==> src/hdl/pccc_pkg.sv <==
// Shared constants, types and helper functions for the planar chain closure check.
// Used by pccc_sincos, pccc_mul and planar_chain_closure_check_top; no dependencies.
`timescale 1ns / 1ps
`default_nettype none

package pccc_pkg;

	localparam int MAX_LINKS    = 64;
	localparam int CORDIC_STEPS = 16;
	localparam int CORDIC_ITERS = (CORDIC_STEPS > 24) ? 24 : CORDIC_STEPS;

	localparam int ANG_W = 27;
	localparam int POS_W = 32;
	localparam int CRD_W = 34;
	localparam int RED_W = 21;
	localparam int MUL_W = 35;

	localparam logic [26:0]        TWO_PI_RAW = 27'd411775;
	localparam logic signed [27:0] TWO_PI_Q16 = 28'sd411775;
	localparam logic signed [20:0] TWO_PI_R   = 21'sd411775;
	localparam logic signed [20:0] PI_Q16     = 21'sd205887;
	localparam logic signed [20:0] HALF_PI    = 21'sd102944;
	localparam logic signed [33:0] CORDIC_K   = 34'sd652032874;

	localparam logic signed [26:0] ANG_MAX = 27'sh3FFFFFF;
	localparam logic signed [26:0] ANG_MIN = -27'sh4000000;

	// Configuration register indexes.
	localparam logic REG_LINK_COUNT = 1'b0;
	localparam logic REG_TOLERANCE  = 1'b1;

	typedef struct packed {
		logic busy;
		logic done;
	} sc_stat_t;

	function automatic logic [29:0] atan_q30(input logic [4:0] idx);
		logic [29:0] v;
		case (idx)
			5'd0:  v = 30'd843314857;
			5'd1:  v = 30'd497837830;
			5'd2:  v = 30'd263043837;
			5'd3:  v = 30'd133525159;
			5'd4:  v = 30'd67021687;
			5'd5:  v = 30'd33543515;
			5'd6:  v = 30'd16775851;
			5'd7:  v = 30'd8388438;
			5'd8:  v = 30'd4194283;
			5'd9:  v = 30'd2097149;
			5'd10: v = 30'd1048576;
			5'd11: v = 30'd524288;
			5'd12: v = 30'd262144;
			5'd13: v = 30'd131072;
			5'd14: v = 30'd65536;
			5'd15: v = 30'd32768;
			5'd16: v = 30'd16384;
			5'd17: v = 30'd8192;
			5'd18: v = 30'd4096;
			5'd19: v = 30'd2048;
			5'd20: v = 30'd1024;
			5'd21: v = 30'd512;
			5'd22: v = 30'd256;
			5'd23: v = 30'd128;
			default: v = 30'd0;
		endcase
		return v;
	endfunction

	function automatic logic signed [31:0] sat_pos(input logic signed [33:0] v);
		logic signed [31:0] r;
		if (v > 34'sh07FFFFFFF)
			r = 32'sh7FFFFFFF;
		else if (v < -34'sh080000000)
			r = -32'sh80000000;
		else
			r = v[31:0];
		return r;
	endfunction

	function automatic logic signed [26:0] sat_ang(input logic signed [27:0] v);
		logic signed [26:0] r;
		if (v > 28'(ANG_MAX))
			r = ANG_MAX;
		else if (v < 28'(ANG_MIN))
			r = ANG_MIN;
		else
			r = v[26:0];
		return r;
	endfunction

endpackage

`default_nettype wire

==> src/hdl/pccc_mul.sv <==
// Shared signed multiplier with a registered product, used for link vectors and squares.
// Depends on pccc_pkg.
`timescale 1ns / 1ps
`default_nettype none

module pccc_mul import pccc_pkg::*; (
	input  wire logic                      clk,
	input  wire logic signed [MUL_W-1:0]   op_a,
	input  wire logic signed [MUL_W-1:0]   op_b,
	output logic signed [2*MUL_W-1:0]      prod
);

	logic signed [2*MUL_W-1:0] prod_q;

	always_ff @(posedge clk) begin
		prod_q <= op_a * op_b;
	end

	assign prod = prod_q;

endmodule

`default_nettype wire

==> config.mk <==
export PLATFORM = sky130hd
export DESIGN_NAME = pccc_mul
export DESIGN_NICKNAME = d
export VERILOG_FILES = /design/src/hdl/pccc_pkg.sv /design/src/hdl/pccc_mul.sv
export SDC_FILE = /design/constraint.sdc
export NUM_CORES = 2
export LEC_CHECK = 0
export BUFFER_PORTS_ARGS = -buffer_cell sky130_fd_sc_hd__buf_2
export CAP_MARGIN = 20
export CORE_MARGIN = 2
export CORE_UTILIZATION = 46
export DETAILED_ROUTE_END_ITERATION = 10
export SLEW_MARGIN = 20
export SYNTH_ARGS = -nofsm -noshare
export SYNTH_HDL_FRONTEND = slang
export SYNTH_SLANG_ARGS = --single-unit
==> constraint.sdc <==
create_clock -name clk -period 10.5 [get_ports clk]
set_input_delay 0 -clock clk [delete_from_list [all_inputs] [get_ports clk]]
set_output_delay 0 -clock clk [all_outputs]
set_load 0.01 [all_outputs]
==> results.py <==
metrics = {
    "clock_network": {
        "cts_hold_buffers": 0,
        "clock_sinks": 70,
        "clkTransAtPathRegs_ns": 0.06,
        "ctsLongestPathBuffers": 2,
        "cts.root.buffer_cell": "clkbuf_16",
        "ctsResizeCount": 0,
        "postCtsSetupBuffers": 0,
        "cts_tree": "built",
        "ctsHtreeMaxLevel": 3,
        "cts_buffers": 9,
    },
    "detailed_routing": {
        "drc_errors": 0,
        "drtIter0Drc": 1613,
        "wirelength_mm": 118,
        "drtAntennaViolNets": 0,
        "vias_per_cell": 5.15,
        "dr.pass1.iters": 5,
        "wire_per_inst_um": 20.1,
        "vias": 30300,
    },
    "yosys": {
        "synth_cells": 4671,
        "synth_edf_count": 0,
        "synthTopCellsByCount": "fa_1, inv_1, and2_1, nand2_1, clkbuf_1",
        "synth_most_common_cell": "fa_1",
        "syn_avg_cell_area_um2": 9.60,
        "synthFlopType": "dfxtp_1",
        "syn-num-nets": 6260,
        "ys_top_cells_by_area": "fa_1, inv_1, and2_1, ha_1, nand2_1",
        "synth_area_mm2": 0.0448,
        "ys_async_sr_fraction_pct": 0,
        "yosys.area.top_type": "fa_1",
        "ys_seq_elements": 70,
        "yosysTopAreaCellShare_pct": 58.5,
        "yosys_warnings": 0,
        "synth_seq_area_share_pct": 3.13,
        "ys_types": 71,
    },
    "final_layout": {
        "design_area_mm2": 0.0465,
        "largest_reg_flops": 70,
        "seq_area_mm2": 0.00140,
        "nFillCells": 9274,
        "multi_input_area_mm2": 0.0380,
        "fin_nets": 6177,
        "fin_cells": 5875,
        "drive_above_1_share_pct": 4.27,
        "area_growth_pct": 3.76,
    },
    "place": {
        "dp_cells": 5853,
        "gp_congestion": 0.883,
        "placed_area_mm2": 0.0462,
        "post-place-ws_ns": 1.82,
        "dp_hpwl_mm": 98.6,
        "numPortBuffers": 140,
    },
    "setup_path": {
        "required_ns": 10.75,
        "critical_path_class": "in2reg",
        "worstPathArrival_ns": 8.54,
        "cp_max_fo": 35,
        "start_kind": "input pin",
        "cp-startpoint": "op_b[2]",
        "critical_path.endpoint_type": "flip-flop",
    },
    "sta": {
        "worst_slack_ns": 2.20,
        "fmax_mhz": 121,
        "period_needed_ns": 8.30,
        "slew_viol_final": 0,
        "rsz0062_at_grt": "no",
        "hold_viol": 0,
        "finalCritPeriodShare_pct": 79.0,
        "finalSetupTns_ns": 0,
        "setup_viol": 0,
        "max-slew-margin-rel_pct": 33.3,
        "tightest_slew_ns": 1.00,
    },
    "hold_path": {
        "worstHoldStart": "op_b[0]",
        "hp-class": "in2reg",
        "hold_depth": 3,
    },
    "grt": {
        "antenna_found_initial": 10,
        "grtUsageTotal_pct": 25.0,
        "grt_pass1_wl_mm": 189,
        "grt_max_degree": 36,
        "first_global_vias": 33400,
        "grt_overflow": 0,
    },
    "floorplan": {
        "chipWidth_um": 316,
        "dieHeight_um": 316,
        "dieArea_mm2": 0.100,
        "core-area_mm2": 0.0967,
        "ios": 141,
        "fp-row-count": 114,
        "start_util_pct": 46.4,
    },
    "job": {
        "max_cap_viol_count": 0,
    },
    "run_status": {
        "status": "finished, final reports clean",
    },
}
## final cells by class
cell class              instances  share of cell area [%]
clock inverters                 5                   0.132
inverters                    1159                    9.35
multi-input cells            3191                    81.8
clock buffers                  10                   0.492
repair buffers                157                    1.78
flip-flops and latches         70                    3.01
diodes                          7                  0.0376
well taps                    1276                    3.43
## cells in the final DEF, fill, tap and decap left out, drive strengths merged, types with 7 or more instances in the layout
cell type and instances:
nand2b 15, buf 157, ha 207, a21o 39
xnor2 54, and2 667, clkbuf 10, nand3 9
diode 7, and3 12, nand2 569, nor2 53
a21oi 76, fa 1311, a31oi 8, nand4 17
o21ai 48, o21bai 12, dfxtp 70, o21a 9
xor2 25, inv 1159
## cells by family (layout without fill, tap and decap cells)
logic type / count (synthesis) / count (layout) / share of synthesized area [%]
adder cells (fa/ha/maj): 1518 / 1518 / 64.3
buffers and inverters: 1410 / 1331 / 12.0
AND/OR/NAND/NOR: 1365 / 1365 / 15.6
AO/OA/AOI/OAI: 229 / 229 / 3.35
XOR/XNOR: 79 / 79 / 1.54
flip-flops: 70 / 70 / 3.13
other: 0 / 7 / 0
## metrics by stage
stage | hold WS, ns | utilization, %
2_1_floorplan | 0.127 | -
5_1_grt | 0.292 | 48.1
6_report | 0.278 | 48.1
4_1_cts | 0.286 | 48.1
3_5_place_dp | 0.392 | 47.8
3_3_place_gp | 0.393 | 47.8
## worst paths after layout
path / endpoint / slack (ns)
min: prod[0] / 0.28
max: prod[68] / 2.20
## metal layers
metal / wire length, um / global-route usage [%]
met1: 45200 / 30.9
met2: 63500 / 45.3
met3: 4600 / 2.65
met4: 4600 / 8.69
met5: 23 / 0
## worst max-delay path, stage by stage
cell	delay, ns
buf_2	0.49
nand2_1	0.18
inv_1	0.16
fa_1	0.49
fa_1	0.56
fa_1	0.51
buf_4	0.22
inv_1	0.09
fa_1	0.85
inv_1	0.42
fa_1	0.56
fa_1	0.52
fa_1	0.49
inv_1	0.05
fa_1	0.47
inv_1	0.04
ha_1	0.38
a21o_1	0.21
a21o_1	0.17
a21oi_1	0.20
o21ai_0	0.11
a221o_1	0.35
a21o_1	0.21
a31oi_1	0.34
o21a_1	0.19
o21ai_1	0.07
xor2_1	0.15
Power is not shown: default switching activity piles up to over one toggle a cycle in this logic, so the estimate is an artifact.
