### config.mk
export PLATFORM = sky130hd
export DESIGN_NAME = pccc_sincos
export DESIGN_NICKNAME = d
export VERILOG_FILES = /design/src/hdl/pccc_pkg.sv /design/src/hdl/pccc_sincos.sv
export SDC_FILE = /design/constraint.sdc
export NUM_CORES = 1
export LEC_CHECK = 0
export BUFFER_PORTS_ARGS = -buffer_cell sky130_fd_sc_hd__buf_2
export CORE_ASPECT_RATIO = 0.5
export CORE_UTILIZATION = 37
export DETAILED_ROUTE_END_ITERATION = 10
export SYNTH_ARGS = -nofsm -noshare
export SYNTH_HDL_FRONTEND = slang
export SYNTH_SLANG_ARGS = --single-unit
### constraint.sdc
create_clock -name clk -period 15.15 [get_ports clk]
set_clock_uncertainty 0.05 [all_clocks]
set_input_delay 3.03 -clock clk [delete_from_list [all_inputs] [get_ports clk]]
set_output_delay 3.03 -clock clk [all_outputs]
set_load 0.02 [all_outputs]
### src/hdl/pccc_pkg.sv
// Shared constants, types and helper functions for the planar chain closure check.
// Used by pccc_sincos, pccc_mul and planar_chain_closure_check_top; no dependencies.
`timescale 1ns / 1ps
`default_nettype none

package pccc_pkg;

	localparam int MAX_LINKS    = 64;
	localparam int CORDIC_STEPS = 16;
	localparam int CORDIC_ITERS = (CORDIC_STEPS > 24) ? 24 : CORDIC_STEPS;

	localparam int ANG_W = 27;
	localparam int POS_W = 32;
	localparam int CRD_W = 34;
	localparam int RED_W = 21;
	localparam int MUL_W = 35;

	localparam logic [26:0]        TWO_PI_RAW = 27'd411775;
	localparam logic signed [27:0] TWO_PI_Q16 = 28'sd411775;
	localparam logic signed [20:0] TWO_PI_R   = 21'sd411775;
	localparam logic signed [20:0] PI_Q16     = 21'sd205887;
	localparam logic signed [20:0] HALF_PI    = 21'sd102944;
	localparam logic signed [33:0] CORDIC_K   = 34'sd652032874;

	localparam logic signed [26:0] ANG_MAX = 27'sh3FFFFFF;
	localparam logic signed [26:0] ANG_MIN = -27'sh4000000;

	// Configuration register indexes.
	localparam logic REG_LINK_COUNT = 1'b0;
	localparam logic REG_TOLERANCE  = 1'b1;

	typedef struct packed {
		logic busy;
		logic done;
	} sc_stat_t;

	function automatic logic [29:0] atan_q30(input logic [4:0] idx);
		logic [29:0] v;
		case (idx)
			5'd0:  v = 30'd843314857;
			5'd1:  v = 30'd497837830;
			5'd2:  v = 30'd263043837;
			5'd3:  v = 30'd133525159;
			5'd4:  v = 30'd67021687;
			5'd5:  v = 30'd33543515;
			5'd6:  v = 30'd16775851;
			5'd7:  v = 30'd8388438;
			5'd8:  v = 30'd4194283;
			5'd9:  v = 30'd2097149;
			5'd10: v = 30'd1048576;
			5'd11: v = 30'd524288;
			5'd12: v = 30'd262144;
			5'd13: v = 30'd131072;
			5'd14: v = 30'd65536;
			5'd15: v = 30'd32768;
			5'd16: v = 30'd16384;
			5'd17: v = 30'd8192;
			5'd18: v = 30'd4096;
			5'd19: v = 30'd2048;
			5'd20: v = 30'd1024;
			5'd21: v = 30'd512;
			5'd22: v = 30'd256;
			5'd23: v = 30'd128;
			default: v = 30'd0;
		endcase
		return v;
	endfunction

	function automatic logic signed [31:0] sat_pos(input logic signed [33:0] v);
		logic signed [31:0] r;
		if (v > 34'sh07FFFFFFF)
			r = 32'sh7FFFFFFF;
		else if (v < -34'sh080000000)
			r = -32'sh80000000;
		else
			r = v[31:0];
		return r;
	endfunction

	function automatic logic signed [26:0] sat_ang(input logic signed [27:0] v);
		logic signed [26:0] r;
		if (v > 28'(ANG_MAX))
			r = ANG_MAX;
		else if (v < 28'(ANG_MIN))
			r = ANG_MIN;
		else
			r = v[26:0];
		return r;
	endfunction

endpackage

`default_nettype wire

### src/hdl/pccc_sincos.sv
// Iterative sine and cosine: angle reduction by shifted subtraction, then CORDIC rotation.
// Depends on pccc_pkg.
`timescale 1ns / 1ps
`default_nettype none

module pccc_sincos import pccc_pkg::*; (
	input  wire logic                    clk,
	input  wire logic                    arst_n,
	input  wire logic                    start,
	input  wire logic signed [ANG_W-1:0] angle,
	output sc_stat_t                     stat,
	output logic signed [CRD_W-1:0]      cos_val,
	output logic signed [CRD_W-1:0]      sin_val
);

	localparam logic [1:0] P_IDLE = 2'd0;
	localparam logic [1:0] P_MOD  = 2'd1;
	localparam logic [1:0] P_ROT  = 2'd2;

	logic [1:0]              phase_q;
	logic [ANG_W-1:0]        mag_q;
	logic                    neg_q;
	logic [2:0]              k_q;
	logic [4:0]              i_q;
	logic                    flip_q;
	logic                    done_q;
	logic signed [CRD_W-1:0] x_q, y_q, z_q;
	logic signed [CRD_W-1:0] cos_q, sin_q;

	logic [ANG_W-1:0]        cand;
	logic [ANG_W-1:0]        mag_next;
	logic signed [27:0]      rem_s;
	logic signed [RED_W-1:0] r1, r2;
	logic                    flip_n;
	logic signed [CRD_W-1:0] dx, dy, at, xn, yn, zn;

	// One shifted multiple of two pi per cycle gives the truncating remainder.
	always_comb begin
		cand     = TWO_PI_RAW << k_q;
		mag_next = (mag_q >= cand) ? mag_q - cand : mag_q;
		rem_s    = neg_q ? -$signed({1'b0, mag_next}) : $signed({1'b0, mag_next});
		r1       = rem_s[RED_W-1:0];
		if (r1 > PI_Q16)
			r1 = r1 - TWO_PI_R;
		else if (r1 < -PI_Q16)
			r1 = r1 + TWO_PI_R;
		flip_n = 1'b0;
		r2     = r1;
		if (r1 > HALF_PI) begin
			r2     = r1 - PI_Q16;
			flip_n = 1'b1;
		end else if (r1 < -HALF_PI) begin
			r2     = r1 + PI_Q16;
			flip_n = 1'b1;
		end
	end

	always_comb begin
		dx = y_q >>> i_q;
		dy = x_q >>> i_q;
		at = {4'b0, atan_q30(i_q)};
		if (!z_q[CRD_W-1]) begin
			xn = x_q - dx;
			yn = y_q + dy;
			zn = z_q - at;
		end else begin
			xn = x_q + dx;
			yn = y_q - dy;
			zn = z_q + at;
		end
	end

	always_ff @(posedge clk or negedge arst_n) begin
		if (!arst_n) begin
			phase_q <= P_IDLE;
			done_q  <= 1'b0;
		end else begin
			done_q <= 1'b0;
			unique case (phase_q)
				P_IDLE: begin
					if (start)
						phase_q <= P_MOD;
				end
				P_MOD: begin
					if (k_q == 3'd0)
						phase_q <= P_ROT;
				end
				P_ROT: begin
					if (i_q == 5'(CORDIC_ITERS - 1)) begin
						phase_q <= P_IDLE;
						done_q  <= 1'b1;
					end
				end
				default: phase_q <= P_IDLE;
			endcase
		end
	end

	always_ff @(posedge clk) begin
		case (phase_q)
			P_IDLE: begin
				neg_q <= angle[ANG_W-1];
				mag_q <= angle[ANG_W-1] ? ANG_W'(-angle) : ANG_W'(angle);
				k_q   <= 3'd7;
			end
			P_MOD: begin
				mag_q <= mag_next;
				k_q   <= k_q - 3'd1;
				x_q    <= CORDIC_K;
				y_q    <= '0;
				z_q    <= CRD_W'(r2) <<< 14;
				flip_q <= flip_n;
				i_q    <= 5'd0;
			end
			P_ROT: begin
				x_q <= xn;
				y_q <= yn;
				z_q <= zn;
				i_q <= i_q + 5'd1;
				cos_q <= flip_q ? -xn : xn;
				sin_q <= flip_q ? -yn : yn;
			end
			default: ;
		endcase
	end

	assign stat.busy = (phase_q != P_IDLE);
	assign stat.done = done_q;
	assign cos_val   = cos_q;
	assign sin_val   = sin_q;

	a_done_after_rot: assert property (@(posedge clk) disable iff (!arst_n)
		done_q |-> $past(phase_q == P_ROT))
		else $error("done without a rotation");
	a_start_idle: assert property (@(posedge clk) disable iff (!arst_n)
		(phase_q == P_MOD && k_q == 3'd0) |=> (phase_q == P_ROT && i_q == 5'd0))
		else $error("rotation did not start clean");
	a_no_busy_done: assert property (@(posedge clk) disable iff (!arst_n)
		done_q |-> phase_q == P_IDLE)
		else $error("done while busy");

endmodule

`default_nettype wire

==> metrics.txt, run 1 <==
Die Height around 190 um; cells after synthesis 3136; Max-slew headroom a little under a third; setup slack, reg-to-reg approximately 5.6 ns; clk sink count 240; Initial Util a little under two fifths; max-capacitance violation count 0; WP data arrival between 9 and 10 ns; detailed placement HPWL roughly 57000 um; Crit Path Class flip-flop to flip-flop; wire length per cell 18.3 um; worst slew pin tran 1.02 ns; clk root buf clkbuf_16; Synth Cell Area 26000 um2; area added between synthesis and finish 8.93%; asr flop ratio synth under 10%; status finished clean; register area share after synthesis a little over a quarter; Synthesized Nets 3327; Synth Warn # 0; hold-fix buffers at CTS 0; Peak Freq 104 MHz; Hold Crit Class flip-flop to flip-flop; Slowest-stage cell, CP xnor2_1; RSZ-0062 raised after global routing no; setup TNS 0 ns; Num CTS Buffers 27; pre-CTS setup slack approximately 5.7 ns; die area around 71000 um2; CTS tree done; Final Slew Violations 0; post-route antenna net violation count 0; cts repair resizes 0; initial DRC count ~1600; crit path launch type flip-flop; Worst path max stage delay roughly 0.60 ns; most frequent CP cell ha_1; Clk pin slew, worst setup/hold paths 0.06 ns; first drt pass iteration count 7; first-pass GRT wire length between 100000 and 150000 um; htree depth 1; clk buf depth 3; Post-synth EDFFs slightly above 200; wire length on met3 between 3000 and 4000 um; Main synth FF type edfxtp_1; CP endpoint kind flip-flop; gpl congestion 0.957; Core Area roughly 69000 um2; DR vias 23500; Worst Slack Setup Final 5.56 ns; total gr overflow 0; final cycle utilization of the critical path a little over three fifths; Yosys cell types 117; I/O Pins 100; met1 wire length approximately 35000 um; final WL 75300 um; met2 wire length 35400 um; Final Critical Period between 9 and 10 ns; overall routing resource usage 20.7%; largest net degree at the start of global routing 93; vias per cell 5.70; Post-CTS Setup Inserts 0; initial antenna violation count 0; final net count 3337; Die Wd 377 um; vias in the first global route 22100; DRC viols 0; Post-Syn Area per Cell 8.29 um2; synthesized flop and latch total 240; clock latency on the worst-skew pair 0.62 ns; number of hold violations in the final report 0; Top Layer Used met4; final setup fails 0; Port Buffer Count 99; Worst Path Max Fanout 17; CP Data Required Time 15.40 ns; layout cells sized above 1 9.76%; FP Rows 68
[stage by stage]
stage | hold slack (ns) | std cells | cell area [um2] | util, %
after CTS | 0.529 | 4112 | 28300 | 40.9
final | 0.524 | 4113 | 28300 | 40.9
after global routing | 0.547 | 4112 | 28300 | 40.9
after global placement | 0.501 | 4062 | 27300 | 39.5
after floorplan | 0.436 | 3136 | 26000 | -
after detailed placement | 0.514 | 4062 | 27300 | 39.5
[state kept, by name (all words and copies together) (netlist names)]
register  cells
y_q          34
k_q           3
mag_q        27
z_q          34
flip_q        1
at           30
i_q           5
neg_q         1
done_q        1
phase_q       2
x_q          34
sin_val      34
cos_val      34
[synthesized netlist by cell type (46+ instances only)]
master      n  area (um2)
xor2_1    123        1080
nor3_1     60         300
a21o_1     46         345
inv_1      92         345
edfxtp_1  207        6220
a21oi_1   244        1220
nand3_1    66         330
clkbuf_1  104         390
ha_1      157        1960
nor2_1    285        1070
nand2_1   352        1320
a31oi_1    48         300
xnor2_1   207        1810
and2_1     85         532
mux2i_1    64         641
o21ai_0   212        1060
[metal layers]
metal  vias up  global-route usage (%)
met3       112                    2.56
li1      11600                       -
met1     11200                    27.8
met2       588                    35.0
met5         -                       0
met4         0                    5.19
[logic make-up after synthesis]
family	synth area share [%]
and+or+nand+nor	20.9
AOI/OAI and AO/OA	22.9
xor gates and xnor gates	11.7
buffers and inverters	3.72
DFF	26.5
adders and majority gates	7.86
muxes	6.36
[worst max-delay path, delay by kind of cell, from the launching register on]
family          cells  cell delay [ns]
compound gates     12             3.24
xor+xnor            2             1.07
fa+ha+maj           3             1.11
buf+inv             2             0.38
flops               1             0.47
simple gates       11             2.92
[worst paths after layout]
path	start	cells after the start	to
min	phase_q[1]$_DFFE_PN0P_	1	phase_q[1]$_DFFE_PN0P_
min reg2reg	phase_q[1]$_DFFE_PN0P_	1	phase_q[1]$_DFFE_PN0P_
max in group asynchronous	arst_n	1	phase_q[0]$_DFFE_PN0P_
max reg2reg	k_q[1]$_SDFFCE_PN1P_	30	z_q[24]$_DFFE_PN_
min in group asynchronous	arst_n	1	done_q$_DFF_PN0_
max	k_q[1]$_SDFFCE_PN1P_	30	z_q[24]$_DFFE_PN_
[final cells by class]
| type | instances | area [um2] |
|---|---|---|
| Antenna cell | 1 | 2.50 |
| Sequential cell | 240 | 6890 |
| Tap cell | 945 | 1180 |
| Inverter | 95 | 357 |
| Fill cell | 7014 | 40900 |
| Clock buffer | 29 | 683 |
| Multi-Input combinational cell | 2652 | 18200 |
| Clock inverter | 21 | 303 |
| Timing Repair Buffer | 130 | 728 |
[layout by cell type (no fill, tap or decap), types with 27 or more instances in the layout]
cell,instances
nand2b_1,45
nor2_1,285
buf_2,99
xnor2_1,207
clkbuf_16,27
o31ai_1,40
o21a_1,41
xor2_1,123
dfxtp_1,30
inv_1,92
nor3_1,60
a31oi_1,48
or3_1,41
and2_1,85
nand3_1,66
nand2_1,352
and3_1,29
a21oi_1,244
buf_4,31
mux2i_1,64
a21o_1,46
ha_1,154
o21ai_0,211
nor2b_1,30
a211oi_1,32
edfxtp_1,207
mux4_2,36
Power of run 1 is left out: the tool's default activity adds up to more than one toggle a clock period on the data nets, which glitch-free logic cannot reach.
==> inputs of run 2 (changes only) <==
--- a/config.mk
+++ b/config.mk
@@ -5,6 +5,7 @@
 export SDC_FILE = /design/constraint.sdc
 export NUM_CORES = 1
 export LEC_CHECK = 0
+export ABC_AREA = 1
 export BUFFER_PORTS_ARGS = -buffer_cell sky130_fd_sc_hd__buf_2
 export CORE_ASPECT_RATIO = 0.5
 export CORE_UTILIZATION = 37
==> constraint.sdc (replaced) <==
create_clock -name clk -period 9.75 [get_ports clk]
set_clock_uncertainty 0.05 [all_clocks]
set_input_delay 1.95 -clock clk [delete_from_list [all_inputs] [get_ports clk]]
set_output_delay 1.95 -clock clk [all_outputs]
set_load 0.02 [all_outputs]
==> metrics.txt, run 2 <==
Worst path max stage delay 0.49 ns; setup TNS 0 ns; die area 73200 um2; CP Data Required Time 10.02 ns; number of hold violations in the final report 0; Area after DPL between 20000 and 30000 um2; synthesized flop and latch total 240; asr flop ratio synth 1.25%; cells after synthesis 3997; Post-Syn Area per Cell 6.67 um2; RSZ-0062 raised after global routing no; gpl congestion between 0.9 and 1; top-count cell post-synth nand2_1; Synth Warn # 0; clk buf depth 3; most frequent cells in the layout 1043 x nand2_1, 469 x inv_1, 376 x nor2_1; cts repair resizes 0; Worst Path Max Fanout 38; commonest non-fill, non-tap cell in the layout nand2_1; CTS tree done; status finished clean; final WL 84100 um; Initial Util approximately 37%; fin area 28900 um2; cell family with the largest share of critical-path delay compound AO/OA/AOI/OAI gates; vias per cell 5.26; DRC viols 0; Die Wd 382 um; wire length per cell 16.8 um; post-synth top area share 23.3%; initial antenna violation count 0; htree depth 1; Final Critical Period ~8 ns; overall routing resource usage roughly 22%; CP Capture Point cos_val[32]$_DFFE_PP_; final cycle utilization of the critical path approximately four fifths; largest net degree at the start of global routing 77; initial DRC count 2401; worst r2r path cells 31; setup slack, reg-to-reg 1.79 ns; I/O Pins 100; Crit Path Class flip-flop to flip-flop; max-capacitance violation count 0; capturing point of the worst reg2reg path cos_val[32]$_DFFE_PP_; Clk pin slew, worst setup/hold paths ~0.060 ns; final setup fails 0; first-pass GRT wire length 132000 um; most frequent CP cell o21ai_0; Hold Crit Class flip-flop to flip-flop; Post-synth EDFFs 207; Main synth FF type edfxtp_1; Setup crit start i_q[1]$_DFFE_PN_; Post-synth top cells 1043 x nand2_1, 471 x inv_1, 376 x nor2_1; Buf/Inv on CP 5; hold-fix buffers at CTS 0; WP data arrival roughly 8.2 ns; final net count 4210; area leader, netlist edfxtp_1; CP Depth 31; area added between synthesis and finish 8.40%; detailed placement HPWL 66100 um; Peak Freq 126 MHz; ant diodes 0; worst slew pin tran 1.14 ns; Synth Cell Area around 27000 um2; Filler Cells Inserted 7606; crit path launch type flip-flop; origin of the critical flop-to-flop path i_q[1]$_DFFE_PN_; Slowest-stage cell, CP buf_4; hold_sp phase_q[0]$_DFFE_PN0P_; Synthesized Nets around 4200; vias in the first global route roughly 24000; FP Rows 69; Port Buffer Count 99; register area share after synthesis 25.8%; post-route antenna net violation count 0; Num CTS Buffers 28; first drt pass iteration count 6; Die Height 192 um; CP endpoint kind flip-flop; Yosys cell types 63; Core Area between 70000 and 80000 um2; clock latency on the worst-skew pair 0.59 ns; clk root buf clkbuf_16; Synth area leaders edfxtp_1 23%, nand2_1 15%, ha_1 7.4%; total gr overflow 0; DR vias 26300; clk sink count 240; Post-CTS Setup Inserts 0; Final Slew Violations 0; layout cells sized above 1 under 10%; Max-slew headroom 24.1%
==> run 2: cell count changes after synthesis, sizes merged, moves of 41 or more <==
cell	before	now
nand2	354	1092
nor2	288	394
xnor2	213	82
a21o	46	1
nand2b	45	0
or3	41	0
xor2	126	217
o21ai	221	344
inv	93	497
and2	85	1
nand3	66	216
==> run 2: metal layers <==
metal  GRT usage (%)  routed length (um)  up-vias
li1                -                   -    13200
met1            32.3               40400    12200
met2            35.7               36600      823
met3            2.88                5530      101
met4            4.66                1620        0
met5               0                   0        -
==> run 2: worst min-delay path by stage <==
stage | slack, ns | cells after the start | to
floorplan | 0.43 | 2 | phase_q[1]$_DFFE_PN0P_
global placement | 0.47 | 2 | phase_q[0]$_DFFE_PN0P_
detailed placement | 0.47 | 2 | phase_q[0]$_DFFE_PN0P_
CTS | 0.49 | 2 | phase_q[0]$_DFFE_PN0P_
global route | 0.50 | 2 | phase_q[0]$_DFFE_PN0P_
finish | 0.48 | 2 | phase_q[0]$_DFFE_PN0P_
==> run 2: worst min-delay path: cells and delay by family (launching register included) <==
family / cells / cell delay, ns
compound gates: 1 / 0.06
flops: 1 / 0.37
simple gates: 1 / 0.06
==> run 2: cells by family after synthesis <==
kind of cell    count (synthesis)  share of synthesized area (%)
compound gates                711                           14.6
fa+ha+maj                     161                           7.66
mux                            68                           2.55
flops                         240                           25.8
buf+inv                       637                           9.43
xor+xnor                      299                           9.84
simple gates                 1881                           30.1
==> run 2: cell type report <==
class	instances	area [um2]	share of cell area (%)
Timing Repair Buffer	125	691	2.39
Multi-Input combinational cell	3120	17300	59.8
Inverter	504	1900	6.56
Tap cell	958	1200	4.15
Clock buffer	37	776	2.68
Clock inverter	15	166	0.575
Sequential cell	240	6890	23.8
==> run 2: stage by stage <==
stage | util [%] | setup slack [ns] | hold WS (ns) | cells
finish | 40.6 | 1.79 | 0.479 | 4999
global route | 40.6 | 1.13 | 0.504 | 4999
CTS | 40.6 | 1.90 | 0.485 | 4999
detailed placement | 39.3 | 1.94 | 0.469 | 4947
global placement | 39.3 | 1.98 | 0.471 | 4947
floorplan | - | 3.53 | 0.428 | 3997
Power of run 2 is left out for the same reason.
